`config.mk`:
```
export PLATFORM = sky130hd
export DESIGN_NAME = cleartext_canonicaliser_core
export DESIGN_NICKNAME = d
export VERILOG_FILES = /design/src/hdl/ccan_pkg.sv /design/src/hdl/cleartext_canonicaliser_core.sv /design/src/hdl/ccan_ctrl.sv /design/src/hdl/ccan_dp.sv
export SDC_FILE = /design/constraint.sdc
export NUM_CORES = 1
export LEC_CHECK = 0
export ABC_AREA = 1
export BUFFER_PORTS_ARGS = -buffer_cell sky130_fd_sc_hd__buf_2
export CAP_MARGIN = 20
export CORE_ASPECT_RATIO = 1.75
export CORE_UTILIZATION = 55
export DETAILED_ROUTE_END_ITERATION = 10
export GPL_ROUTABILITY_DRIVEN = 0
export GPL_TIMING_DRIVEN = 1
export PLACE_DENSITY_LB_ADDON = 0.1
export RECOVER_POWER = 25
export SLEW_MARGIN = 20
export SYNTH_ARGS = -nofsm -noshare
export SYNTH_HDL_FRONTEND = slang
export SYNTH_SLANG_ARGS = --single-unit
```
`constraint.sdc`:
```
create_clock -name clk -period 3.4 [get_ports clk]
set_input_delay 0.68 -clock clk [delete_from_list [all_inputs] [get_ports clk]]
set_output_delay 0.68 -clock clk [all_outputs]
set_load 0.005 [all_outputs]
```
`src/hdl/ccan_pkg.sv`:
```
`default_nettype none
// ----------------------------------------------------------------------------
// ccan_pkg: shared types and constants for the cleartext canonicalizer
// character codes, controller states, and the command/status structs
// ----------------------------------------------------------------------------
package ccan_pkg;

	localparam logic [7:0] CH_CR    = 8'h0D;
	localparam logic [7:0] CH_LF    = 8'h0A;
	localparam logic [7:0] CH_DASH  = 8'h2D;
	localparam logic [7:0] CH_SPACE = 8'h20;
	localparam logic [7:0] CH_TAB   = 8'h09;

	localparam int NUM_EMIT = 8;

	// line phase, one-hot
	typedef enum logic [3:0] {
		PH_START  = 4'b0001,
		PH_DASH   = 4'b0010,
		PH_DASHSP = 4'b0100,
		PH_MID    = 4'b1000
	} phase_t;

	// controller states, one-hot; emission states follow in emission order
	typedef enum logic [9:0] {
		ST_IDLE  = 10'b00_0000_0001,
		ST_PLAN  = 10'b00_0000_0010,
		ST_CR    = 10'b00_0000_0100,
		ST_LF    = 10'b00_0000_1000,
		ST_PDASH = 10'b00_0001_0000,
		ST_WS    = 10'b00_0010_0000,
		ST_WCR   = 10'b00_0100_0000,
		ST_BYTE  = 10'b00_1000_0000,
		ST_EDASH = 10'b01_0000_0000,
		ST_BARE  = 10'b10_0000_0000
	} state_t;

	typedef enum logic [2:0] {
		SEL_CR   = 3'd0,
		SEL_LF   = 3'd1,
		SEL_DASH = 3'd2,
		SEL_WS   = 3'd3,
		SEL_BYTE = 3'd4,
		SEL_BARE = 3'd5
	} out_sel_t;

	typedef struct packed {
		logic     load_in;
		logic     idx_clr;
		logic     idx_inc;
		logic     emit;
		out_sel_t sel;
		logic     final_res;
		logic     commit;
	} cmd_t;

	// need bits in emission order: cr, lf, pre dash, ws run, held cr,
	// byte, end dash, bare marker
	typedef struct packed {
		logic [NUM_EMIT-1:0] need;
		logic                idx_last;
		logic                out_free;
	} status_t;

endpackage

`default_nettype wire

```
`src/hdl/cleartext_canonicaliser_core.sv`:
```
`default_nettype none
// sequencing: an item is taken in the idle state, decoded in the plan state,
//   then each result is registered into the output register
// rate: the controller emits one result per cycle while the output is free, through
//   the single output register; a new item is taken only when it is idle again
// reset: arst_n clears the controller, line state and output valid at once;
//   the held whitespace store is not cleared, entries are used only after written
// ----------------------------------------------------------------------------
// cleartext_canonicaliser_core: streaming cleartext canonicalizer
// turns signed-text bytes into canonical form: line endings become crlf,
// trailing blanks and a cr before lf are dropped, dash escapes are removed
// ----------------------------------------------------------------------------
module cleartext_canonicaliser_core #(
	parameter int MAX_PENDING_WS = 32
) (
	input  wire logic        clk,
	input  wire logic        arst_n,
	// input stream
	input  wire logic        s_tvalid,
	output logic             s_tready,
	input  wire logic [7:0]  s_tdata,   // [7:0] text_byte
	input  wire logic        s_tlast,   // is_last
	// output stream
	output logic             m_tvalid,
	input  wire logic        m_tready,
	output logic [15:0]      m_tdata,   // [7:0] out_byte, [8] text_done, [15:9] zero
	output logic             m_tlast,   // run_last
	output logic [1:0]       m_tuser    // [0] byte_valid, [1] overflow
);
	import ccan_pkg::*;

	cmd_t    cmd;
	status_t status;

	// controller: takes one transaction, then walks its result list in order
	// (crlf, dash, held blanks, held cr, byte, closing dash, bare end marker)
	ccan_ctrl u_ctrl (
		.clk      (clk),
		.arst_n   (arst_n),
		.s_tvalid (s_tvalid),
		.s_tready (s_tready),
		.status   (status),
		.cmd      (cmd)
	);

	// datapath: decodes the held byte against the line state, keeps the
	// pending blank run in a small store, and drives the output register
	ccan_dp #(
		.MAX_PENDING_WS (MAX_PENDING_WS)
	) u_dp (
		.clk      (clk),
		.arst_n   (arst_n),
		.s_tdata  (s_tdata),
		.s_tlast  (s_tlast),
		.cmd      (cmd),
		.status   (status),
		.m_tvalid (m_tvalid),
		.m_tready (m_tready),
		.m_tdata  (m_tdata),
		.m_tlast  (m_tlast),
		.m_tuser  (m_tuser)
	);

endmodule

`default_nettype wire

```
`src/hdl/ccan_ctrl.sv`:
```
`default_nettype none
// ----------------------------------------------------------------------------
// ccan_ctrl: sequencing controller
// walks the result list of one item; while the output is free, one result per cycle
// ----------------------------------------------------------------------------
module ccan_ctrl (
	input  wire logic              clk,
	input  wire logic              arst_n,
	input  wire logic              s_tvalid,
	output logic                   s_tready,
	input  wire ccan_pkg::status_t status,
	output ccan_pkg::cmd_t         cmd
);
	import ccan_pkg::*;

	state_t              state_q;
	state_t              state_d;
	logic [NUM_EMIT-1:0] cur_pos;
	logic [NUM_EMIT-1:0] later;
	logic [NUM_EMIT-1:0] first_all;
	logic [NUM_EMIT-1:0] first_later;

	assign cur_pos     = state_q[NUM_EMIT+1:2];
	// needed results after the current one
	assign later       = status.need & ~(cur_pos | (cur_pos - NUM_EMIT'(1)));
	assign first_all   = status.need & (~status.need + NUM_EMIT'(1));
	assign first_later = later & (~later + NUM_EMIT'(1));
	assign s_tready    = (state_q == ST_IDLE);

	always_comb begin
		state_d = state_q;
		cmd     = '0;
		cmd.sel = SEL_BARE;
		unique case (state_q) inside
			ST_IDLE: begin
				if (s_tvalid) begin
					cmd.load_in = 1'b1;
					state_d     = ST_PLAN;
				end
			end
			ST_PLAN: begin
				cmd.idx_clr = 1'b1;
				if (status.need == '0) begin
					cmd.commit = 1'b1;
					state_d    = ST_IDLE;
				end else begin
					state_d = state_t'({first_all, 2'b00});
				end
			end
			ST_CR, ST_LF, ST_PDASH, ST_WS, ST_WCR, ST_BYTE, ST_EDASH, ST_BARE: begin
				unique case (state_q) inside
					ST_CR:             cmd.sel = SEL_CR;
					ST_LF:             cmd.sel = SEL_LF;
					ST_PDASH, ST_EDASH: cmd.sel = SEL_DASH;
					ST_WS:             cmd.sel = SEL_WS;
					ST_WCR:            cmd.sel = SEL_CR;
					ST_BYTE:           cmd.sel = SEL_BYTE;
					default:           cmd.sel = SEL_BARE;
				endcase
				if (status.out_free) begin
					cmd.emit = 1'b1;
					if (state_q == ST_WS && !status.idx_last) begin
						cmd.idx_inc = 1'b1;
					end else if (later == '0) begin
						cmd.final_res = 1'b1;
						cmd.commit    = 1'b1;
						state_d       = ST_IDLE;
					end else begin
						state_d = state_t'({first_later, 2'b00});
					end
				end
			end
			default: state_d = ST_IDLE;
		endcase
	end

	always_ff @(posedge clk or negedge arst_n) begin
		if (!arst_n) begin
			state_q <= ST_IDLE;
		end else begin
			state_q <= state_d;
		end
	end

endmodule

`default_nettype wire

```
`src/hdl/ccan_dp.sv`:
```
`default_nettype none
// ----------------------------------------------------------------------------
// ccan_dp: datapath
// line state, held whitespace store, item decode and output register
// ----------------------------------------------------------------------------
module ccan_dp #(
	parameter int MAX_PENDING_WS = 32
) (
	input  wire logic              clk,
	input  wire logic              arst_n,
	input  wire logic [7:0]        s_tdata,
	input  wire logic              s_tlast,
	input  wire ccan_pkg::cmd_t    cmd,
	output ccan_pkg::status_t      status,
	output logic                   m_tvalid,
	input  wire logic              m_tready,
	output logic [15:0]            m_tdata,
	output logic                   m_tlast,
	output logic [1:0]             m_tuser
);
	import ccan_pkg::*;

	localparam int CNTW = $clog2(MAX_PENDING_WS + 1);
	localparam int IDXW = (MAX_PENDING_WS > 1) ? $clog2(MAX_PENDING_WS) : 1;

	// item and line state
	logic [7:0]      byte_q;
	logic            last_q;
	phase_t          phase_q;
	logic            first_q;
	logic [CNTW-1:0] cnt_q;
	logic            cr_q;
	logic [IDXW-1:0] idx_q;
	logic [IDXW-1:0] idx_d;

	// held whitespace kinds, 1 = tab
	logic            kind_mem [MAX_PENDING_WS];
	logic            rd_kind_q;

	// output register
	logic            ovalid_q;
	logic [7:0]      obyte_q;
	logic            obv_q;
	logic            olast_q;
	logic            odone_q;
	logic            oovf_q;

	// decode
	logic            is_dash, is_sp, is_tab, is_ws, is_lf, is_cr, is_other;
	logic            ph_start, ph_dash, ph_dsp;
	logic            body, flush, ovf, cnt_full;
	logic            need_crlf, need_pdash, need_ws, need_wcr, need_byte, need_edash;
	phase_t          ph_after;
	logic [CNTW-1:0] cnt_base;
	logic [7:0]      emit_byte;

	assign is_dash  = (byte_q == CH_DASH);
	assign is_sp    = (byte_q == CH_SPACE);
	assign is_tab   = (byte_q == CH_TAB);
	assign is_ws    = is_sp || is_tab;
	assign is_lf    = (byte_q == CH_LF);
	assign is_cr    = (byte_q == CH_CR);
	assign is_other = !(is_ws || is_lf || is_cr);
	assign ph_start = (phase_q == PH_START);
	assign ph_dash  = (phase_q == PH_DASH);
	assign ph_dsp   = (phase_q == PH_DASHSP);
	assign cnt_full = (cnt_q >= CNTW'(MAX_PENDING_WS));

	assign body  = !(ph_start && is_dash) && !(ph_dash && is_sp);
	assign flush = body && ((is_ws && (cr_q || cnt_full)) || (is_cr && cr_q) || is_other);
	assign ovf   = is_ws && !cr_q;

	always_comb begin
		if (!body) begin
			ph_after = ph_start ? PH_DASH : PH_DASHSP;
		end else if (is_lf) begin
			ph_after = PH_START;
		end else if (flush) begin
			ph_after = PH_MID;
		end else begin
			ph_after = ph_dsp ? PH_DASHSP : PH_MID;
		end
	end

	assign need_crlf  = ph_start && !first_q;
	assign need_pdash = ph_dash && !is_sp;
	assign need_ws    = flush && (cnt_q != '0);
	assign need_wcr   = flush && cr_q;
	assign need_byte  = body && is_other;
	assign need_edash = (body && is_lf && ph_dsp)
		|| (last_q && (ph_after == PH_DASH || ph_after == PH_DASHSP));

	always_comb begin
		status.need[0] = need_crlf;
		status.need[1] = need_crlf;
		status.need[2] = need_pdash;
		status.need[3] = need_ws;
		status.need[4] = need_wcr;
		status.need[5] = need_byte;
		status.need[6] = need_edash;
		status.need[7] = last_q && !(need_crlf || need_pdash || need_ws || need_wcr
			|| need_byte || need_edash);
		status.idx_last = ((CNTW'(idx_q) + CNTW'(1)) == cnt_q);
		status.out_free = !ovalid_q || m_tready;
	end

	// flush index; the store is read ahead, registered at the next index
	always_comb begin
		if (cmd.idx_clr) begin
			idx_d = '0;
		end else if (cmd.idx_inc) begin
			idx_d = idx_q + IDXW'(1);
		end else begin
			idx_d = idx_q;
		end
	end

	assign cnt_base = flush ? '0 : cnt_q;

	always_ff @(posedge clk) begin
		if (cmd.commit && body && is_ws) begin
			kind_mem[IDXW'(cnt_base)] <= is_tab;
		end
		rd_kind_q <= kind_mem[idx_d];
	end

	always_ff @(posedge clk) begin
		if (cmd.load_in) begin
			byte_q <= s_tdata;
			last_q <= s_tlast;
		end
	end

	always_ff @(posedge clk or negedge arst_n) begin
		if (!arst_n) begin
			phase_q <= PH_START;
			first_q <= 1'b1;
			cnt_q   <= '0;
			cr_q    <= 1'b0;
			idx_q   <= '0;
		end else begin
			idx_q <= idx_d;
			if (cmd.commit) begin
				if (last_q) begin
					phase_q <= PH_START;
					first_q <= 1'b1;
					cnt_q   <= '0;
					cr_q    <= 1'b0;
				end else begin
					phase_q <= ph_after;
					first_q <= 1'b0;
					if (!body) begin
						cnt_q <= cnt_q;
						cr_q  <= cr_q;
					end else if (is_ws) begin
						cnt_q <= cnt_base + CNTW'(1);
						cr_q  <= 1'b0;
					end else if (is_cr) begin
						cnt_q <= cnt_base;
						cr_q  <= 1'b1;
					end else begin
						cnt_q <= '0;
						cr_q  <= 1'b0;
					end
				end
			end
		end
	end

	always_comb begin
		case (cmd.sel)
			SEL_CR:   emit_byte = CH_CR;
			SEL_LF:   emit_byte = CH_LF;
			SEL_DASH: emit_byte = CH_DASH;
			SEL_WS:   emit_byte = rd_kind_q ? CH_TAB : CH_SPACE;
			SEL_BYTE: emit_byte = byte_q;
			default:  emit_byte = 8'h00;
		endcase
	end

	always_ff @(posedge clk or negedge arst_n) begin
		if (!arst_n) begin
			ovalid_q <= 1'b0;
		end else if (cmd.emit) begin
			ovalid_q <= 1'b1;
		end else if (m_tready) begin
			ovalid_q <= 1'b0;
		end
	end

	always_ff @(posedge clk) begin
		if (cmd.emit) begin
			obyte_q <= emit_byte;
			obv_q   <= (cmd.sel != SEL_BARE);
			olast_q <= cmd.final_res;
			odone_q <= cmd.final_res && last_q;
			oovf_q  <= (cmd.sel == SEL_WS) && ovf;
		end
	end

	assign m_tvalid = ovalid_q;
	assign m_tdata  = {7'd0, odone_q, obyte_q};
	assign m_tlast  = olast_q;
	assign m_tuser  = {oovf_q, obv_q};

endmodule

`default_nettype wire

```
==> metrics.csv <==
stage,metric,value,unit
pwr,intPower,1869,uW
yosys,yosys.area.top_type,edfxtp_1,
cts,cts_buffers,9,
pwr,p_leak,0.002478,uW
sta,fin_tns_setup,0,ns
final_layout,final_layout_size_suffix_gt1_frac,0.1614,
cts,cts.hold.buffers_added,0,
cts,cts-root-buf,clkbuf_16,
yosys,ys_seq_elements,82,
flow_run,drv_cap,1,
cts,clockBufferDepth,2,
yosys,ys.flop_type,edfxtp_1,
global_route,grt_max_degree,33,
die,die-height,128.6,um
pwr,power_frac_comb,0.192,
final_layout,stdcell_area,5512,um^2
yosys,yosysSeqAreaShare,0.4599,
min_path,holdCritPathClass,input port to register,
cts,h-tree-depth,3,
final_layout,fin_util,0.6275,
route,drt_wl_total,13.03,mm
worst_setup_path,critPathSlowestCell,dfstp_2,
cts,clock_latency,0.34,ns
global_route,grt_first_pass_wirelength,20.44,mm
sta,rsz0062_at_grt,false,
route,vias,4232,
route,drc_errors,0,
global_route,grt-ovfl-total,0,
yosys,synth_edf_count,53,
pwr,swShare,0.3058,
placed_design,dp_hpwl,10.12,mm
yosys,synth_cells,605,
worst_setup_path,critical_path_buf_inv_count,2,
cts,clkSlewWorstSetupHoldPaths,0.06,ns
global_route,antenna_found_initial,0,
yosys,synth_top_area_frac,0.3160,
sta,skew,0.007281,ns
worst_setup_path,required,3.45,ns
worst_setup_path,worst_path_dominant_cell_family,simple AND/OR/NAND/NOR gates,
sta,fin_hold_ws,0.5085,ns
yosys,synth_area_leaders,"edfxtp_1 32%, dfrtp_1 12%, nand2_1 8.4%",
sta,slew_viol_final,29,
sta,hold_viol_final,0,
sta,period_share,0.8742,
placed_design,dpl_cell_area,5221,um^2
cts,cts_resized,0,
sta,finalCriticalPeriod,2.972,ns
global_route,grt_use_total,0.2970,
worst_setup_path,arrival,3.03,ns
pwr,power_density,488.4,nW/um^2
outcome,violations,"capacitance limit, slew limit",
yosys,ys_async_sr_fraction,0.3415,
yosys,yosysUniqueCellTypes,47,
outcome,outcome,"finished, violations left",
worst_setup_path,path_cells,inv_1 > nor3_1 > nand3_2 > nand2_4 > inv_6 > nand3_4 > nand2_4 > nand2_1 > nand2_2 > nor2_4 > nand4_4 > nand2_8 > nand4_4 > nor2_1,
sta,setup-violations-final,0,
die,die_area,9558,um^2
final_layout,n_fill_cell,822,
pwr,p_clk_frac,0.359,
cts,clkSinkCount,82,
pwr,power,2692,uW
route,wire_per_inst,17.25,um
die,fp.dieW,74.34,um
yosys,yosys.cell_count.top_type,nand2_1,
route,drt_iter0_drc,333,
die,io_pins,34,
cts,cts_setup_buffers,0,
sta,tightest_slew,1.607,ns
worst_setup_path,start_kind,register,
placed_design,io_buffers,26,
route,via_per_inst,5.605,
sta,relSlewSlack,-0.07159,
final_layout,syn_to_final_growth,9.441,%
worst_setup_path,critPathKind,register to register,
pwr,p_sw,823.2,uW
yosys,yosys-top-cells-count,"113 x nand2_1, 104 x inv_1, 76 x nor2_1",
worst_setup_path,crit_fanout,16,
worst_setup_path,cp-end-kind,register,
sta,max_freq,0.3364,GHz
route,drtAntennaViolNets,0,
worst_setup_path,max_stage_delay,0.55,ns
die,rows,45,
yosys,netlist_area,5036,um^2
pwr,ir_worst_vdd,0.0002890,V
yosys,yosys_warnings,0,
final_layout,antennaDiodeCount,0,
yosys,syn_avg_cell_area,8.324,um^2
route,drt_pass1_iterations,5,
global_route,grt_pass1_vias,4236,
pwr,seqPwrFrac,0.449,
die,start_util,0.5734,
die,core_region_area,8783,um^2
final_layout,layout.nets,651,
cts,cts_tree,done,
==> cell usage in the layout, fill, tap and decap left out, types with 4 or more instances in the layout <==
master     Yosys  routed
nor4_1         4       4
clkbuf_1       2       5
nor2_1        76      76
buf_2          3      22
nor3_1         7       7
dfrtp_1       25      25
edfxtp_1      53      53
o22ai_1        5       5
inv_2         10      10
o21ai_0        9       9
a21oi_1        7       7
nand4_4        6       6
nand2_4        6       6
inv_1        104     104
ha_1           5       5
nand4_1       28      28
nand3_1       59      59
nand2_1      113     113
conb_1         1       7
clkbuf_16      0       9
o32ai_1        4       4
nor3_2         4       4
nor2_2         7       7
nand2_2        7       7
o21ai_1       13      13
nand3_2        8       8
==> worst reg2reg max path, delay by kind of cell (launching register included) <==
family	cells	cell delay [ns]
simple gates	12	2.00
buf+inv	2	0.15
flops	1	0.55
==> metal layers <==
metal  global-route usage  part of all wire
met5                    0                 0
met3              0.05638             0.046
met2               0.5422              0.55
met4               0.2198             0.072
met1               0.2825              0.33
==> cells by family (layout without fill, tap and decap cells) <==
kind of cell             count (synthesis)  in the layout  synth area share
other                                    1              7         0.0007446
flip-flops                              82             82            0.4599
adder cells (fa/ha/maj)                  5              5           0.01242
AND/OR/NAND/NOR                        334            334            0.3498
buffers and inverters                  133            160            0.1130
AO/OA/AOI/OAI                           50             50           0.06410
==> state kept, by name, indices dropped and copies added (netlist names), 4 cells and up <==
| register | cells |
|---|---|
| u_dp.kind_mem | 32 |
| u_ctrl.state_q | 10 |
| u_dp.byte_q | 8 |
| u_dp.obyte_q | 8 |
| u_dp.cnt_q | 6 |
| u_dp.idx_q | 5 |
| u_dp.phase_q | 4 |
==> power by group through the flow <==
| stage | sequential (uW) | combinational [uW] | clock (uW) |
|---|---|---|---|
| 2_1_floorplan | 1210 | 383 | 0 |
| 3_3_place_gp | 1220 | 504 | 0 |
| 3_5_place_dp | 1230 | 507 | 0 |
| 4_1_cts | 1210 | 512 | 967 |
| 5_1_grt | 1210 | 570 | 1000 |
| 6_report | 1210 | 517 | 968 |
==> path summary, 6_finish.rpt <==
check                                          to             from  cells after the start  slack [ns]
worst min register to register    u_dp.phase_q[0]  u_dp.phase_q[0]                      2        0.55
worst max-delay path            u_dp.kind_mem[30]  u_dp.phase_q[0]                     14        0.43
min in group asynchronous       u_ctrl.state_q[6]           arst_n                      1        0.73
max in group asynchronous         u_dp.phase_q[3]           arst_n                      1        1.73
worst min-delay path               u_dp.byte_q[5]       s_tdata[5]                      1        0.51
worst max register to register  u_dp.kind_mem[30]  u_dp.phase_q[0]                     14        0.43
==> metrics by stage <==
step	instances	setup WS, ns
floorplan	611	0.8083
global placement	739	0.4317
detailed placement	739	0.4375
CTS	755	0.4165
global route	755	0.1612
finish	755	0.4277
==> final cells by class <==
class / instances / area [um^2] / area share
clock buffer: 10 / 229.0 / 0.04154
clock inverter: 6 / 66.31 / 0.01203
inverter: 116 / 440.4 / 0.07991
multi-input combinational: 396 / 2173 / 0.3943
sequential: 82 / 2316 / 0.4202
tap: 117 / 146.4 / 0.02656
timing repair buffer: 28 / 140.1 / 0.02543
(Power assumes the default switching activity.)
